`config.mk`:
```
export PLATFORM = sky130hd
export DESIGN_NAME = interval_span_statistics_top
export DESIGN_NICKNAME = d
export VERILOG_FILES = /design/src/hdl/iss_pkg.sv /design/src/hdl/iss_front.sv /design/src/hdl/iss_cmd_fifo.sv /design/src/hdl/iss_back.sv /design/src/hdl/interval_span_statistics_top.sv
export SDC_FILE = /design/constraint.sdc
export NUM_CORES = 1
export LEC_CHECK = 0
export BUFFER_PORTS_ARGS = -buffer_cell sky130_fd_sc_hd__buf_2
export CAP_MARGIN = 30
export CORE_UTILIZATION = 55
export DETAILED_ROUTE_END_ITERATION = 10
export HOLD_SLACK_MARGIN = 0.08
export PLACE_DENSITY = 0.86
export SETUP_SLACK_MARGIN = 0.05
export SLEW_MARGIN = 40
export SYNTH_ARGS = -nofsm -noshare
export SYNTH_HDL_FRONTEND = slang
export SYNTH_SLANG_ARGS = --single-unit
```
`constraint.sdc`:
```
create_clock -name clk -period 7.5 [get_ports clk]
set_clock_uncertainty 0.2 [all_clocks]
set_input_delay 0.375 -clock clk [delete_from_list [all_inputs] [get_ports clk]]
set_output_delay 0.375 -clock clk [all_outputs]
set_load 0.02 [all_outputs]
```
`src/hdl/iss_pkg.sv`:
```
package iss_pkg;

  localparam int TIME_WIDTH  = 32;
  localparam int COUNT_WIDTH = 16;
  localparam int LIMIT_WIDTH = 16;
  localparam int SUM_WIDTH   = TIME_WIDTH + COUNT_WIDTH;
  localparam int FUNC_WIDTH  = 2;
  localparam int DIV_CNT_W   = $clog2(SUM_WIDTH);

  localparam int CMD_DEPTH   = 2;
  localparam int CMD_PTR_W   = $clog2(CMD_DEPTH);
  localparam int CMD_FILL_W  = $clog2(CMD_DEPTH + 1);

  typedef enum logic [FUNC_WIDTH-1:0] {
    FUNC_START  = 2'd0,
    FUNC_STOP   = 2'd1,
    FUNC_RECORD = 2'd2,
    FUNC_CLEAR  = 2'd3
  } func_t;

  typedef struct packed {
    logic                  clear;
    logic                  keep;
    logic [TIME_WIDTH-1:0] span;
  } cmd_t;

  typedef enum logic [1:0] {
    ST_IDLE,
    ST_SETUP,
    ST_DIVIDE,
    ST_FINISH
  } back_state_t;

endpackage

```
`src/hdl/iss_front.sv`:
```
module iss_front (
  input  logic                            clk,
  input  logic                            rst,
  input  logic                            push,
  input  logic [iss_pkg::FUNC_WIDTH-1:0]  func,
  input  logic [iss_pkg::TIME_WIDTH-1:0]  now_time,
  input  logic                            cmd_full,
  output logic                            cmd_write,
  output iss_pkg::cmd_t                   cmd
);
  import iss_pkg::*;

  logic [TIME_WIDTH-1:0] last_mark;
  logic [TIME_WIDTH-1:0] last_mark_next;
  logic                  mark_held;

  assign mark_held = (last_mark != '0);
  assign cmd_write = push && !cmd_full;

  always_comb begin
    last_mark_next = last_mark;
    cmd.clear      = 1'b0;
    cmd.keep       = 1'b0;
    cmd.span       = '0;
    case (func_t'(func))
      FUNC_START: begin
        last_mark_next = now_time;
      end
      FUNC_STOP: begin
        cmd.keep = mark_held;
      end
      FUNC_RECORD: begin
        if (mark_held) begin
          cmd.keep = 1'b1;
        end else begin
          last_mark_next = now_time;
        end
      end
      FUNC_CLEAR: begin
        cmd.clear      = 1'b1;
        last_mark_next = '0;
      end
      default: begin
        last_mark_next = last_mark;
      end
    endcase
    if (cmd.keep) begin
      cmd.span       = now_time - last_mark;
      last_mark_next = now_time;
    end
  end

  always_ff @(posedge clk) begin
    if (rst) begin
      last_mark <= '0;
    end else if (cmd_write) begin
      last_mark <= last_mark_next;
    end
  end

endmodule

```
`src/hdl/iss_cmd_fifo.sv`:
```
module iss_cmd_fifo (
  input  logic          clk,
  input  logic          rst,
  input  logic          wr,
  input  iss_pkg::cmd_t wr_data,
  input  logic          rd,
  output iss_pkg::cmd_t rd_data,
  output logic          full,
  output logic          empty
);
  import iss_pkg::*;

  cmd_t                  slots [CMD_DEPTH];
  logic [CMD_PTR_W-1:0]  wr_ptr;
  logic [CMD_PTR_W-1:0]  rd_ptr;
  logic [CMD_FILL_W-1:0] fill;

  assign full    = (fill == CMD_FILL_W'(CMD_DEPTH));
  assign empty   = (fill == '0);
  assign rd_data = slots[rd_ptr];

  always_ff @(posedge clk) begin
    if (wr) begin
      slots[wr_ptr] <= wr_data;
    end
  end

  always_ff @(posedge clk) begin
    if (rst) begin
      wr_ptr <= '0;
      rd_ptr <= '0;
      fill   <= '0;
    end else begin
      if (wr) begin
        wr_ptr <= (wr_ptr == CMD_PTR_W'(CMD_DEPTH - 1)) ? '0 : wr_ptr + 1'b1;
      end
      if (rd) begin
        rd_ptr <= (rd_ptr == CMD_PTR_W'(CMD_DEPTH - 1)) ? '0 : rd_ptr + 1'b1;
      end
      case ({wr, rd})
        2'b10:   fill <= fill + 1'b1;
        2'b01:   fill <= fill - 1'b1;
        default: fill <= fill;
      endcase
    end
  end

endmodule

```
`src/hdl/iss_back.sv`:
```
module iss_back (
  input  logic                             clk,
  input  logic                             rst,
  input  logic                             record_limit_we,
  input  logic [iss_pkg::LIMIT_WIDTH-1:0]  record_limit,
  input  logic                             cmd_empty,
  input  iss_pkg::cmd_t                    cmd,
  output logic                             cmd_pop,
  input  logic                             pop,
  output logic                             empty,
  output logic [iss_pkg::TIME_WIDTH-1:0]   span_time,
  output logic [iss_pkg::COUNT_WIDTH-1:0]  span_count,
  output logic [iss_pkg::TIME_WIDTH-1:0]   biggest_span,
  output logic [iss_pkg::TIME_WIDTH-1:0]   shortest_span,
  output logic [iss_pkg::TIME_WIDTH-1:0]   average_span
);
  import iss_pkg::*;

  back_state_t state;
  back_state_t state_next;

  logic [LIMIT_WIDTH-1:0] limit;
  logic [COUNT_WIDTH-1:0] kept_count;
  logic [SUM_WIDTH-1:0]   span_sum;
  logic [TIME_WIDTH-1:0]  max_span;
  logic [TIME_WIDTH-1:0]  min_span;
  logic [TIME_WIDTH-1:0]  span_hold;

  logic [SUM_WIDTH-1:0]   quo;
  logic [COUNT_WIDTH-1:0] rem;
  logic [DIV_CNT_W-1:0]   div_cnt;
  logic                   out_valid;

  logic                   load_div;
  logic                   div_step;
  logic                   load_out;
  logic                   div_last;
  logic                   keep_ok;
  logic [SUM_WIDTH:0]     sum_add;
  logic [COUNT_WIDTH:0]   shifted;
  logic                   bit_fits;

  assign empty    = !out_valid;
  assign div_last = (div_cnt == '0);
  assign keep_ok  = cmd.keep && !((limit != '0) && (kept_count >= limit));
  assign sum_add  = {1'b0, span_sum} + {{(COUNT_WIDTH + 1){1'b0}}, cmd.span};
  assign shifted  = {rem, quo[SUM_WIDTH-1]};
  assign bit_fits = (shifted >= {1'b0, kept_count});

  always_comb begin
    state_next = state;
    case (state)
      ST_IDLE:   if (!cmd_empty) state_next = ST_SETUP;
      ST_SETUP:  state_next = ST_DIVIDE;
      ST_DIVIDE: if (div_last) state_next = ST_FINISH;
      ST_FINISH: if (!out_valid || pop) state_next = ST_IDLE;
      default:   state_next = ST_IDLE;
    endcase
  end

  always_comb begin
    cmd_pop  = 1'b0;
    load_div = 1'b0;
    div_step = 1'b0;
    load_out = 1'b0;
    case (state)
      ST_IDLE:   cmd_pop  = !cmd_empty;
      ST_SETUP:  load_div = 1'b1;
      ST_DIVIDE: div_step = 1'b1;
      ST_FINISH: load_out = !out_valid || pop;
      default:   cmd_pop  = 1'b0;
    endcase
  end

  always_ff @(posedge clk) begin
    if (rst) begin
      state      <= ST_IDLE;
      limit      <= '0;
      kept_count <= '0;
      span_sum   <= '0;
      max_span   <= '0;
      min_span   <= '1;
      out_valid  <= 1'b0;
    end else begin
      state <= state_next;
      if (record_limit_we) begin
        limit <= record_limit;
      end
      if (cmd_pop) begin
        if (cmd.clear) begin
          kept_count <= '0;
          span_sum   <= '0;
          max_span   <= '0;
          min_span   <= '1;
        end else if (keep_ok) begin
          if (kept_count != '1) begin
            kept_count <= kept_count + 1'b1;
          end
          span_sum <= sum_add[SUM_WIDTH] ? '1 : sum_add[SUM_WIDTH-1:0];
          if (cmd.span > max_span) begin
            max_span <= cmd.span;
          end
          if (cmd.span < min_span) begin
            min_span <= cmd.span;
          end
        end
      end
      if (load_out) begin
        out_valid <= 1'b1;
      end else if (pop) begin
        out_valid <= 1'b0;
      end
    end
  end

  always_ff @(posedge clk) begin
    if (cmd_pop) begin
      span_hold <= cmd.span;
    end
    if (load_div) begin
      quo     <= span_sum;
      rem     <= '0;
      div_cnt <= DIV_CNT_W'(SUM_WIDTH - 1);
    end else if (div_step) begin
      quo     <= {quo[SUM_WIDTH-2:0], bit_fits};
      rem     <= bit_fits ? COUNT_WIDTH'(shifted - {1'b0, kept_count})
                          : shifted[COUNT_WIDTH-1:0];
      div_cnt <= div_cnt - 1'b1;
    end
    if (load_out) begin
      span_time  <= span_hold;
      span_count <= kept_count;
      if (kept_count == '0) begin
        biggest_span  <= '0;
        shortest_span <= '0;
        average_span  <= '0;
      end else begin
        biggest_span  <= max_span;
        shortest_span <= min_span;
        average_span  <= quo[TIME_WIDTH-1:0];
      end
    end
  end

endmodule

```
`src/hdl/interval_span_statistics_top.sv`:
```
// Interval span statistics block.
// Events enter through a queue-style port: drive func and now_time with push high;
// the event is taken at a clock edge where full is low. Results leave the same way:
// while empty is low the oldest result is on the result ports, and it is taken at a
// clock edge where pop is high. Each event gives exactly one result transaction.
// The front end tracks the start mark and measures the span in the cycle the event
// is taken, then posts a command into a two-entry queue. The back end applies the
// command to the statistics and computes the average with a restoring divider that
// retires one quotient bit per cycle. For each event the back end pops the command,
// sets up the divider, runs the division and then loads the output register. The
// queue lets up to two more events be taken while the back end works.
// When the receiver stalls, the finished result waits in the output register and the
// back end holds its next result until that one is popped; the queue then fills and
// full rises. Reset clears the mark, the statistics, the queue, the valid flag of the
// output register and the record limit. The user must write the record limit with
// record_limit_we only while no event is in flight; the block does not enforce this.
module interval_span_statistics_top (
  input  logic                             clk,
  input  logic                             rst,
  input  logic                             record_limit_we,
  input  logic [iss_pkg::LIMIT_WIDTH-1:0]  record_limit,
  input  logic                             push,
  output logic                             full,
  input  logic [iss_pkg::FUNC_WIDTH-1:0]   func,
  input  logic [iss_pkg::TIME_WIDTH-1:0]   now_time,
  output logic                             empty,
  input  logic                             pop,
  output logic [iss_pkg::TIME_WIDTH-1:0]   span_time,
  output logic [iss_pkg::COUNT_WIDTH-1:0]  span_count,
  output logic [iss_pkg::TIME_WIDTH-1:0]   biggest_span,
  output logic [iss_pkg::TIME_WIDTH-1:0]   shortest_span,
  output logic [iss_pkg::TIME_WIDTH-1:0]   average_span
);
  import iss_pkg::*;

  cmd_t wr_cmd;
  cmd_t rd_cmd;
  logic cmd_write;
  logic cmd_pop;
  logic cmd_empty;

  iss_front u_front (
    .clk       (clk),
    .rst       (rst),
    .push      (push),
    .func      (func),
    .now_time  (now_time),
    .cmd_full  (full),
    .cmd_write (cmd_write),
    .cmd       (wr_cmd)
  );

  iss_cmd_fifo u_cmd_fifo (
    .clk     (clk),
    .rst     (rst),
    .wr      (cmd_write),
    .wr_data (wr_cmd),
    .rd      (cmd_pop),
    .rd_data (rd_cmd),
    .full    (full),
    .empty   (cmd_empty)
  );

  iss_back u_back (
    .clk             (clk),
    .rst             (rst),
    .record_limit_we (record_limit_we),
    .record_limit    (record_limit),
    .cmd_empty       (cmd_empty),
    .cmd             (rd_cmd),
    .cmd_pop         (cmd_pop),
    .pop             (pop),
    .empty           (empty),
    .span_time       (span_time),
    .span_count      (span_count),
    .biggest_span    (biggest_span),
    .shortest_span   (shortest_span),
    .average_span    (average_span)
  );

endmodule

```
==> key figures, run 1 <==
Clocking
  – CTS tree: done
  – Clk Latency, worst-skew pair: between 0.6 and 0.7 ns
  – PostCTS Resize Cnt: 0
  – H-tree levels: 2
  – Clock slew at reported path FFs: approximately 0.06 ns
  – CTS root buffer: clkbuf_16
  – TritonCTS Sinks: about 500
  – Num CTS Buffers: 50
  – Setup bufs post-CTS: 0
  – CTS max path bufs: 3
  – Hold-fix buffers at CTS: 50

Run
  – Maxcap violations: 0

Drt
  – Drt first-iter violations: roughly 1600
  – Vias per std cell: roughly 5.9
  – Residual DRC: 0
  – Routed len/inst: 19.0 um
  – Final antenna-violating net count: 0
  – Vias post-DR: 19400
  – DRT Pass-1 Iters: 5
  – Drt total wl: between 60000 and 70000 um

Yosys
  – Syn nets: ~2700
  – EDFF count, synth: 292
  – Asr flop ratio synth: 0
  – Post-synth top area share: 0.348
  – Post-synth top cells: 292 x edfxtp_1, 206 x dfxtp_1, 195 x nand2_1, 190 x inv_1, 185 x nor2_1
  – Largest cells by area after synthesis: edfxtp_1 35%, dfxtp_1 16%, ha_1 8.4%
  – Mapped Area: around 25000 sq um
  – Synth area leader: edfxtp_1
  – Mapped Cells: about 2400
  – Synth warn: 0
  – Sequential share of the synthesized area: 0.511
  – Most instantiated library cell after synthesis: edfxtp_1
  – Synth Register Bits: approximately 500
  – Mapped Avg Cell Area: between 10 and 15 sq um
  – Synth unique cells: 77
  – Most used DFF post-synth: edfxtp_1

Place
  – Post-DP Area: 26800 sq um
  – Cell count after placement: between 3000 and 4000
  – I/O Buffers: 200
  – Routability cong.: ~0.97
  – Post-DP HPWL: between 40000 and 50000 um

Timing
  – Max-slew violations: 0
  – Count of final hold-check violations: 0
  – Post-Route Setup TNS: 0 ns
  – Hold slack final: 0.111 ns
  – Final Setup Violations: 0
  – Fmax: 208 MHz
  – Period utilisation layout: 0.640
  – Final worst path period need: about 4.8 ns
  – RSZ-0062 raised after global routing: no
  – Worst-margin pin slew: around 0.86 ns
  – Rel. slew slack: 0.425

GRT
  – GRT Residual Overflow: 0
  – Met2 Use GR: 0.441
  – Largest net degree at the start of global routing: around 100
  – Gr busiest metal: met2
  – Met1 Use GR: 0.352
  – Initial antenna violation count: 1
  – Met3 usage in global routing: 0.0424
  – First-pass GRT wire length: ~99000 um
  – Vias in the first global route: approximately 19000
  – Total GRT Usage: 0.265

Floorplan
  – Die area: approximately 47000 sq um
  – Height of the chip: about 220 um
  – Io pins: ~200
  – Row cnt: around 80
  – Area of the core: around 45000 sq um
  – Initial core utilization: 0.557
  – Die W: about 220 um

Power and ir drop
  – Psw: 4.08 mW
  – Max VDD drop: roughly 0.22 mV
  – Pwr dens: 373 nW/um^2
  – Logic pwr share: 0.381
  – Design internal power: between 6 and 7 mW
  – Sequential share of power: 0.382
  – Clock power share: 0.237
  – Static Leak: approximately 12 nW
  – Total Power: 10.8 mW
  – Sw Ratio: 0.376

Setup path
  – Crit path cell chain: mux2i_1 > inv_1 > ha_1 > fa_1 > nand2_1 > a21oi_1 > a31o_2 > o21ai_0 > nand3_1 > a21oi_2 > nor2_1 > buf_4 > nor3_1 > nor3_1
  – CP Class: reg2reg
  – Worst EP required: approximately 7.8 ns
  – CP arrival: approximately 5.1 ns
  – CP startpoint kind: flop
  – Reg2reg setup slack: around 2.7 ns
  – Crit path to: u_back.span_sum[26]
  – FF-to-FF End: u_back.span_sum[26]
  – Highest-delay cell along the critical path: dfxtp_4
  – WP depth: 14
  – Most used cell, CP: nor3_1
  – Delay-heaviest family, CP: compound AO/OA/AOI/OAI gates
  – Worst path bufs/invs: 2
  – Max incr delay on CP: about 0.74 ns
  – Max Fanout on Critical Path: 34
  – Reg2reg path depth: 14
  – Crit end category: flop

Layout
  – ANT cells: 0
  – Share of layout cells above drive strength 1: 0.146
  – P&R area growth vs syn: 15.3%
  – Layout Cells excl Fill: 3284
  – Design Area, Final: 29100 sq um
  – Nets: 2870

Hold path
  – HP Class: in2reg

Outcome
  – Status: finished, final reports clean
==> worst reg2reg max path, stage by stage, from the launching register on <==
cell     delay [ns]
dfxtp_4        0.74
mux2i_1        0.45
inv_1          0.14
ha_1           0.26
fa_1           0.40
nand2_1        0.13
a21oi_1        0.15
a31o_2         0.30
o21ai_0        0.37
nand3_1        0.26
a21oi_2        0.40
nor2_1         0.28
buf_4          0.29
nor3_1         0.22
nor3_1         0.08
==> layout make-up <==
| cell class | count | area, sq um |
|---|---|---|
| Fill cell | 3479 | 16200 |
| Sequential cell | 498 | 12900 |
| Multi-Input combinational cell | 1628 | 11300 |
| Timing Repair Buffer | 274 | 1750 |
| Clock buffer | 63 | 1350 |
| Tap cell | 600 | 751 |
| Inverter | 190 | 713 |
| Clock inverter | 31 | 337 |
==> per-stage QoR <==
step                 util  setup slack [ns]
floorplan               -              2.54
global placement    0.591              2.77
detailed placement  0.592              2.90
CTS                 0.641              2.83
global route        0.642              2.52
finish              0.642              2.70
==> cells in the final DEF, fill, tap and decap left out, drive strengths merged, types with 50 or more instances in the layout <==
| master | netlist | routed |
|---|---|---|
| and2 | 104 | 104 |
| buf | 17 | 224 |
| a21oi | 121 | 121 |
| nor2 | 185 | 185 |
| nand3 | 98 | 98 |
| a21o | 61 | 61 |
| dlygate4sd3 | 0 | 50 |
| mux2i | 69 | 69 |
| o21ai | 90 | 90 |
| clkbuf | 90 | 63 |
| ha | 170 | 170 |
| edfxtp | 292 | 292 |
| dfxtp | 206 | 206 |
| nand2 | 195 | 195 |
| nor3 | 55 | 55 |
| inv | 190 | 195 |
| xnor2 | 50 | 50 |
==> power groups by stage <==
stage | logic [mW] | clock network [mW] | registers, mW
global route | 4.53 | 2.71 | 4.21
global placement | 3.83 | 0 | 4.16
finish | 4.13 | 2.57 | 4.14
detailed placement | 4.01 | 0 | 4.19
CTS | 4.07 | 2.61 | 4.14
floorplan | 2.94 | 0 | 4.08
==> logic make-up (layout without fill, tap and decap cells) <==
| family | Yosys count | after routing | share of synthesized area |
|---|---|---|---|
| buf+inv | 297 | 558 | 0.0449 |
| mux | 117 | 117 | 0.0488 |
| flops | 498 | 498 | 0.511 |
| xor+xnor | 86 | 86 | 0.0299 |
| fa+ha+maj | 173 | 173 | 0.0868 |
| compound gates | 478 | 478 | 0.130 |
| simple gates | 774 | 774 | 0.149 |
==> sequential cells by signal, indices dropped and copies added, names as in the netlist, 32 cells and up, named ones only <==
| signal | count |
|---|---|
| u_cmd_fifo.slots | 68 |
| u_back.quo | 48 |
| u_back.span_sum | 48 |
| u_back.average_span | 32 |
| u_back.biggest_span | 32 |
| u_back.max_span | 32 |
| u_back.min_span | 32 |
| u_back.shortest_span | 32 |
| u_back.span_hold | 32 |
| u_back.span_time | 32 |
| u_front.last_mark | 32 |
==> per-layer routing <==
layer / share of wire / routed length, um / vias to the layer above
met2: 0.48 / 29700 / 735
li1: - / - / 9212
met1: 0.42 / 26300 / 9266
met5: 0.00021 / 13 / -
met4: 0.031 / 1960 / 2
met3: 0.070 / 4390 / 136
==> worst min path at each step <==
stage | startpoint | endpoint | depth (start not counted)
2_1_floorplan | u_back.span_hold[0] | u_back.span_time[0] | 0
3_3_place_gp | u_back.span_hold[28] | u_back.span_time[28] | 0
3_5_place_dp | u_back.span_hold[18] | u_back.span_time[18] | 0
4_1_cts | func[1] | u_cmd_fifo.slots[0][33] | 2
5_1_grt | func[1] | u_cmd_fifo.slots[0][33] | 2
6_report | func[1] | u_cmd_fifo.slots[0][33] | 2
No activity file was read; power rests on OpenSTA's default activity.
==> run 2: changes to the inputs <==
clock period = 4.35 ns   (was 7.5 ns; I/O delays follow)
==> key figures, run 2 (synthesized netlist as in run 1, its figures left out) <==
Layout
  – Most common cell after layout, fill and taps aside: edfxtp_1 (unchanged)
  – Nets: 2957 (was 2870)
  – Max reg flops: 68 (unchanged)
  – Most frequent cells in the layout: 292 x edfxtp_1, 205 x dfxtp_1, 200 x buf_2 (unchanged)
  – Layout Cells excl Fill: 3369 (was 3284)
  – Design Area, Final: 29800 sq um (was 29100 sq um)
  – Top Registers: u_cmd_fifo.slots x68, u_back.quo x48, u_back.span_sum x48 (unchanged)
  – Share of layout cells above drive strength 1: 0.153 (was 0.146)
  – ANT cells: 0 (unchanged)
  – Filler cell count in the final layout: 3460 (was 3479)
  – Fin util: 0.659 (was 0.642)
  – Top reg by flops: u_cmd_fifo.slots (unchanged)
  – P&R area growth vs syn: 18.4% (was 15.3%)

GRT
  – First-pass GRT wire length: 103000 um (was 99200 um)
  – Total GRT Usage: 0.278 (was 0.265)
  – Initial antenna violation count: 1 (unchanged)
  – GRT Residual Overflow: 0 (unchanged)
  – Largest net degree at the start of global routing: 97 (was 103)
  – Vias in the first global route: 19300 (was 18900)

Timing
  – Max-slew violations: 0 (unchanged)
  – Count of final hold-check violations: 0 (unchanged)
  – Period utilisation layout: 0.916 (was 0.640)
  – Fmax: 251 MHz (was 208 MHz)
  – RSZ-0062 raised after global routing: no (unchanged)
  – Post-Route Setup TNS: 0 ns (unchanged)
  – Rel. slew slack: 0.505 (was 0.425)
  – Worst-margin pin slew: 0.741 ns (was 0.863 ns)
  – Final worst path period need: 3.98 ns (was 4.80 ns)
  – Final Setup Violations: 0 (unchanged)

Power and ir drop
  – Total Power: 19.1 mW (was 10.8 mW)
  – Pwr dens: 640 nW/um^2 (was 373 nW/um^2)
  – Max VDD drop: 0.453 mV (was 0.224 mV)
  – Static Leak: 12.2 nW (was 11.7 nW)

Outcome
  – Status: finished, final reports clean (unchanged)

Setup path
  – Most used cell, CP: o21ai_0 (was nor3_1)
  – Crit end category: flop (unchanged)
  – CP startpoint kind: flop (unchanged)
  – Reg2reg setup slack: 0.37 ns (was 2.70 ns)
  – Max Fanout on Critical Path: 20 (was 34)
  – Worst path bufs/invs: 3 (was 2)
  – Max incr delay on CP: 0.51 ns (was 0.74 ns)
  – Highest-delay cell along the critical path: ha_1 (was dfxtp_4)
  – Worst EP required: 4.60 ns (was 7.75 ns)
  – CP Class: reg2reg (unchanged)
  – CP arrival: 4.23 ns (was 5.06 ns)
  – Delay-heaviest family, CP: compound AO/OA/AOI/OAI gates (unchanged)
  – Crit path cell chain: buf_12 > mux2i_1 > inv_1 > ha_1 > a21oi_1 > o21ai_0 > and3_1 > o311ai_0 > a21o_1 > a21oi_2 > buf_4 > a31oi_1 > o21ai_0 > o21ai_0 (was mux2i_1 > inv_1 > ha_1 > fa_1 > nand2_1 > a21oi_1 > a31o_2 > o21ai_0 > nand3_1 > a21oi_2 > nor2_1 > buf_4 > nor3_1 > nor3_1)

Clocking
  – Hold-fix buffers at CTS: 100 (was 50)
  – Clk Latency, worst-skew pair: 0.61 ns (about the same)
  – CTS root buffer: clkbuf_16 (unchanged)
  – TritonCTS Sinks: 498 (unchanged)
  – Clock slew at reported path FFs: 0.06 ns (about the same)
  – H-tree levels: 2 (unchanged)
  – PostCTS Resize Cnt: 0 (unchanged)
  – CTS tree: done (unchanged)
  – Num CTS Buffers: 50 (unchanged)
  – Setup bufs post-CTS: 0 (unchanged)
  – CTS max path bufs: 3 (unchanged)

Drt
  – DRT Pass-1 Iters: 5 (unchanged)
  – Vias post-DR: 19900 (was 19400)
  – Drt total wl: 65900 um (was 62400 um)
  – Drt first-iter violations: 1843 (was 1584)
  – Residual DRC: 0 (unchanged)
  – Vias per std cell: 5.90 (was 5.89)
  – Routed len/inst: 19.6 um (was 19.0 um)
  – Final antenna-violating net count: 0 (unchanged)

Place
  – I/O Buffers: 200 (unchanged)
  – Routability cong.: 1.01 (was 0.967)
  – Cell count after placement: 3176 (was 3138)
  – Post-DP Area: 27100 sq um (was 26800 sq um)
  – Post-DP HPWL: 46600 um (was 44000 um)

Floorplan
  – Area of the core: 45300 sq um (unchanged)
  – Row cnt: 78 (unchanged)
  – Io pins: 201 (unchanged)
  – Die area: 46700 sq um (unchanged)
  – Height of the chip: 216 um (unchanged)
  – Initial core utilization: 0.557 (unchanged)
  – Die W: 216 um (unchanged)

Run
  – Maxcap violations: 0 (unchanged)

Hold path
  – HP Class: reg2reg (was in2reg)
## run 2: cell types whose count changed in the layout (fill, tap and decap cells not counted), moves of 3 or more
cell           delta
dlygate4sd3_1    +50
buf_12            +6
clkinvlp_4        -4
buf_4            +35
clkinv_4          -3
clkinv_1          +4
## run 2: worst paths after layout
path                                       endpoint           startpoint  depth (start not counted)
worst max-delay path            u_back.span_sum[41]                 flop                         14
worst max register to register  u_back.span_sum[41]                 flop                         14
worst min register to register  u_back.span_time[2]  u_back.span_hold[2]                          0
worst min-delay path            u_back.span_time[2]  u_back.span_hold[2]                          0
## run 2: area by class of cell
type	count	area, sq um	share of cell area
clock buffer	61	1320	0.0444
clock inverter	31	353	0.0118
inverter	190	713	0.0239
multi-input combinational	1628	11200	0.377
sequential	498	12900	0.432
tap	600	751	0.0252
timing repair buffer	361	2550	0.0856
## run 2: report_power, final
group / switching [mW] / leakage (nW) / total [mW] / internal [mW]
clock: 1.84 / 0.827 / 4.43 / 2.59
sequential: 0.681 / 4.44 / 7.12 / 6.43
combinational: 4.61 / 6.93 / 7.55 / 2.94
## run 2: routing by layer
metal,vias to the layer above,global-route usage,part of all wire
met5,-,0,0.00021
li1,9374,-,-
met1,9588,0.376,0.43
met3,145,0.0392,0.065
met4,2,0.0965,0.031
met2,777,0.457,0.47
## run 2: metrics by stage
stage,hold WS (ns),worst slack (ns)
2_1_floorplan,0.165,0.606
3_3_place_gp,0.205,0.535
3_5_place_dp,0.205,0.393
4_1_cts,0.214,0.302
5_1_grt,0.225,0.168
6_report,0.219,0.366
## run 2: worst register-to-register path, delay by kind of cell (launching register included)
kind | cells | cell delay (ns)
buf+inv | 3 | 0.69
simple gates | 1 | 0.25
compound gates | 8 | 1.42
fa+ha+maj | 1 | 0.51
mux | 1 | 0.40
flops | 1 | 0.37
==> run 3: changes to the inputs <==
--- a/config.mk
+++ b/config.mk
@@ -12,4 +12,5 @@
 export HOLD_SLACK_MARGIN = 0.08
 export PLACE_DENSITY = 0.86
+export REMOVE_ABC_BUFFERS = 1
 export SETUP_SLACK_MARGIN = 0.05
 export SLEW_MARGIN = 40
==> constraint.sdc (replaced) <==
create_clock -name clk -period 4.35 [get_ports clk]
set_clock_uncertainty 0.2 [all_clocks]
set_input_delay 0 -clock clk [delete_from_list [all_inputs] [get_ports clk]]
set_output_delay 0 -clock clk [all_outputs]
set_load 0.02 [all_outputs]
==> key figures, run 3 (synthesized netlist as in run 1, its figures left out) <==
Setup path
  – Highest-delay cell along the critical path: o311ai_0 (was ha_1)
  – Delay-heaviest family, CP: compound AO/OA/AOI/OAI gates (unchanged)
  – Crit end category: flop (unchanged)
  – CP startpoint kind: flop (unchanged)
  – Worst path bufs/invs: 4 (was 3)
  – CP arrival: 4.33 ns (was 4.23 ns)
  – Crit path cell chain: buf_4 > mux2i_1 > inv_1 > buf_4 > ha_1 > nand4_1 > or3_1 > o221ai_1 > a221o_1 > o21ai_4 > buf_12 > o311ai_0 (was buf_12 > mux2i_1 > inv_1 > ha_1 > a21oi_1 > o21ai_0 > and3_1 > o311ai_0 > a21o_1 > a21oi_2 > buf_4 > a31oi_1 > o21ai_0 > o21ai_0)
  – Worst EP required: 4.57 ns (was 4.60 ns)
  – Most used cell, CP: buf_4 (was o21ai_0)
  – Max incr delay on CP: 0.50 ns (was 0.51 ns)
  – Max Fanout on Critical Path: 46 (was 20)
  – CP Class: reg2reg (unchanged)

Power and ir drop
  – Sequential share of power: 0.372 (was 0.373)
  – Static Leak: 12.4 nW (was 12.2 nW)
  – Psw: 7.23 mW (was 7.13 mW)
  – Clock power share: 0.232 (about the same)
  – Max VDD drop: 0.379 mV (was 0.453 mV)
  – Design internal power: 11.9 mW (was 12.0 mW)
  – Pwr dens: 629 nW/um^2 (was 640 nW/um^2)
  – Logic pwr share: 0.395 (about the same)
  – Sw Ratio: 0.378 (was 0.374)

Floorplan
  – Height of the chip: 216 um (unchanged)
  – Row cnt: 78 (unchanged)
  – Initial core utilization: 0.557 (unchanged)
  – Die area: 46700 sq um (unchanged)
  – Area of the core: 45300 sq um (unchanged)
  – Die W: 216 um (unchanged)
  – Io pins: 201 (unchanged)

Drt
  – Vias per std cell: 6.00 (was 5.90)
  – DRT Pass-1 Iters: 5 (unchanged)
  – Residual DRC: 0 (unchanged)
  – Routed len/inst: 19.9 um (was 19.6 um)
  – Drt total wl: 68100 um (was 65900 um)
  – Vias post-DR: 20600 (was 19900)
  – Final antenna-violating net count: 0 (unchanged)
  – Drt first-iter violations: 2235 (was 1843)

Timing
  – Count of final hold-check violations: 0 (unchanged)
  – RSZ-0062 raised after global routing: no (unchanged)
  – Fmax: 243 MHz (was 251 MHz)
  – Period utilisation layout: 0.945 (was 0.916)
  – PnR worst setup slack: 0.238 ns (was 0.366 ns)
  – Post-Route Setup TNS: 0 ns (unchanged)
  – Max-slew violations: 0 (unchanged)
  – Final worst path period need: 4.11 ns (was 3.98 ns)
  – Worst-margin pin slew: 0.814 ns (was 0.741 ns)
  – Final Setup Violations: 0 (unchanged)
  – Rel. slew slack: 0.458 (was 0.505)

Layout
  – ANT cells: 0 (unchanged)
  – Nets: 3012 (was 2957)
  – Top Registers: u_cmd_fifo.slots x68, u_back.quo x48, u_back.span_sum x48 (unchanged)
  – Most frequent cells in the layout: 292 x edfxtp_1, 205 x dfxtp_1, 200 x buf_2 (unchanged)
  – P&R area growth vs syn: 20.6% (was 18.4%)
  – Max reg flops: 68 (unchanged)
  – Design Area, Final: 30400 sq um (was 29800 sq um)
  – Most common cell after layout, fill and taps aside: edfxtp_1 (unchanged)
  – Top reg by flops: u_cmd_fifo.slots (unchanged)
  – Share of layout cells above drive strength 1: 0.148 (was 0.153)

Outcome
  – Status: finished, final reports clean (unchanged)

Place
  – I/O Buffers: 200 (unchanged)
  – Post-DP HPWL: 45500 um (was 46600 um)
  – Post-DP Area: 27000 sq um (was 27100 sq um)
  – Routability cong.: 1.05 (was 1.01)
  – Pre-CTS setup slack: 0.429 ns (was 0.393 ns)

Clocking
  – Clock slew at reported path FFs: 0.07 ns (was 0.06 ns)
  – CTS max path bufs: 3 (unchanged)
  – Clk Latency, worst-skew pair: 0.61 ns (about the same)
  – CTS tree: done (unchanged)
  – CTS root buffer: clkbuf_16 (unchanged)
  – H-tree levels: 2 (unchanged)
  – Setup bufs post-CTS: 0 (unchanged)
  – Num CTS Buffers: 51 (was 50)
  – TritonCTS Sinks: 498 (unchanged)

GRT
  – Vias in the first global route: 20000 (was 19300)
  – Largest net degree at the start of global routing: 129 (was 97)
  – GRT Residual Overflow: 0 (unchanged)
  – Total GRT Usage: 0.286 (was 0.278)
  – First-pass GRT wire length: 106000 um (was 103000 um)
  – Initial antenna violation count: 2 (was 1)

Run
  – Maxcap violations: 0 (unchanged)

Hold path
  – HP Class: reg2reg (unchanged)
## run 3: cell types whose count changed in the layout (fill, tap and decap cells not counted), moves of 3 or more
cell / delta
dlygate4sd3_1: +66
buf_4: -8
clkbuf_1: -4
buf_12: -3
clkinvlp_2: +3
clkinvlp_4: +3
## run 3: layer usage
layer  share of wire  routed length, um  up-vias  global-route usage
met5         0.00013                  9        -                   0
met4           0.048               3280        2               0.147
met3           0.077               5230      237              0.0411
met2            0.47              32000     1001               0.467
met1            0.41              27600     9842               0.371
li1                -                  -     9495                   -
## run 3: power by group through the flow
stage	clock (mW)	sequential [mW]	combinational, mW
2_1_floorplan	0	7.11	4.85
3_3_place_gp	0	7.11	6.88
3_5_place_dp	0	7.16	7.16
4_1_cts	4.44	7.08	7.39
5_1_grt	4.65	7.19	8.20
6_report	4.44	7.11	7.56
## run 3: path summary, 6_finish.rpt
kind	from	to	slack (ns)	cells after the start
worst min register to register	u_back.span_hold[3]	u_back.span_time[3]	0.21	0
worst min-delay path	u_back.span_hold[3]	u_back.span_time[3]	0.21	0
worst max register to register	flop	u_back.max_span[2]	0.24	12
worst max-delay path	flop	u_back.max_span[2]	0.24	12
## run 3: timing repair
action,CTS,global route
endpoints found under the setup margin,0,4
resized for setup,0,1
hold buffers,166,0
hold endpoints to repair,176,0
## run 3: final cells by class
type,instances,area (sq um)
timing repair buffer,415,3080
multi-input combinational,1628,11300
inverter,190,713
clock buffer,58,1330
sequential,498,12900
fill,3276,14900
tap,600,751
clock inverter,38,358
## run 3: through the flow
step | utilization | cells | total power, mW | hold slack, ns
after global placement | 0.597 | 3165 | 14.0 | 0.0415
after floorplan | - | 2316 | 12.0 | -0.131
after CTS | 0.671 | 3427 | 18.9 | 0.211
final | 0.671 | 3427 | 19.1 | 0.207
after detailed placement | 0.597 | 3165 | 14.3 | 0.0466
after global routing | 0.671 | 3427 | 20.0 | 0.212
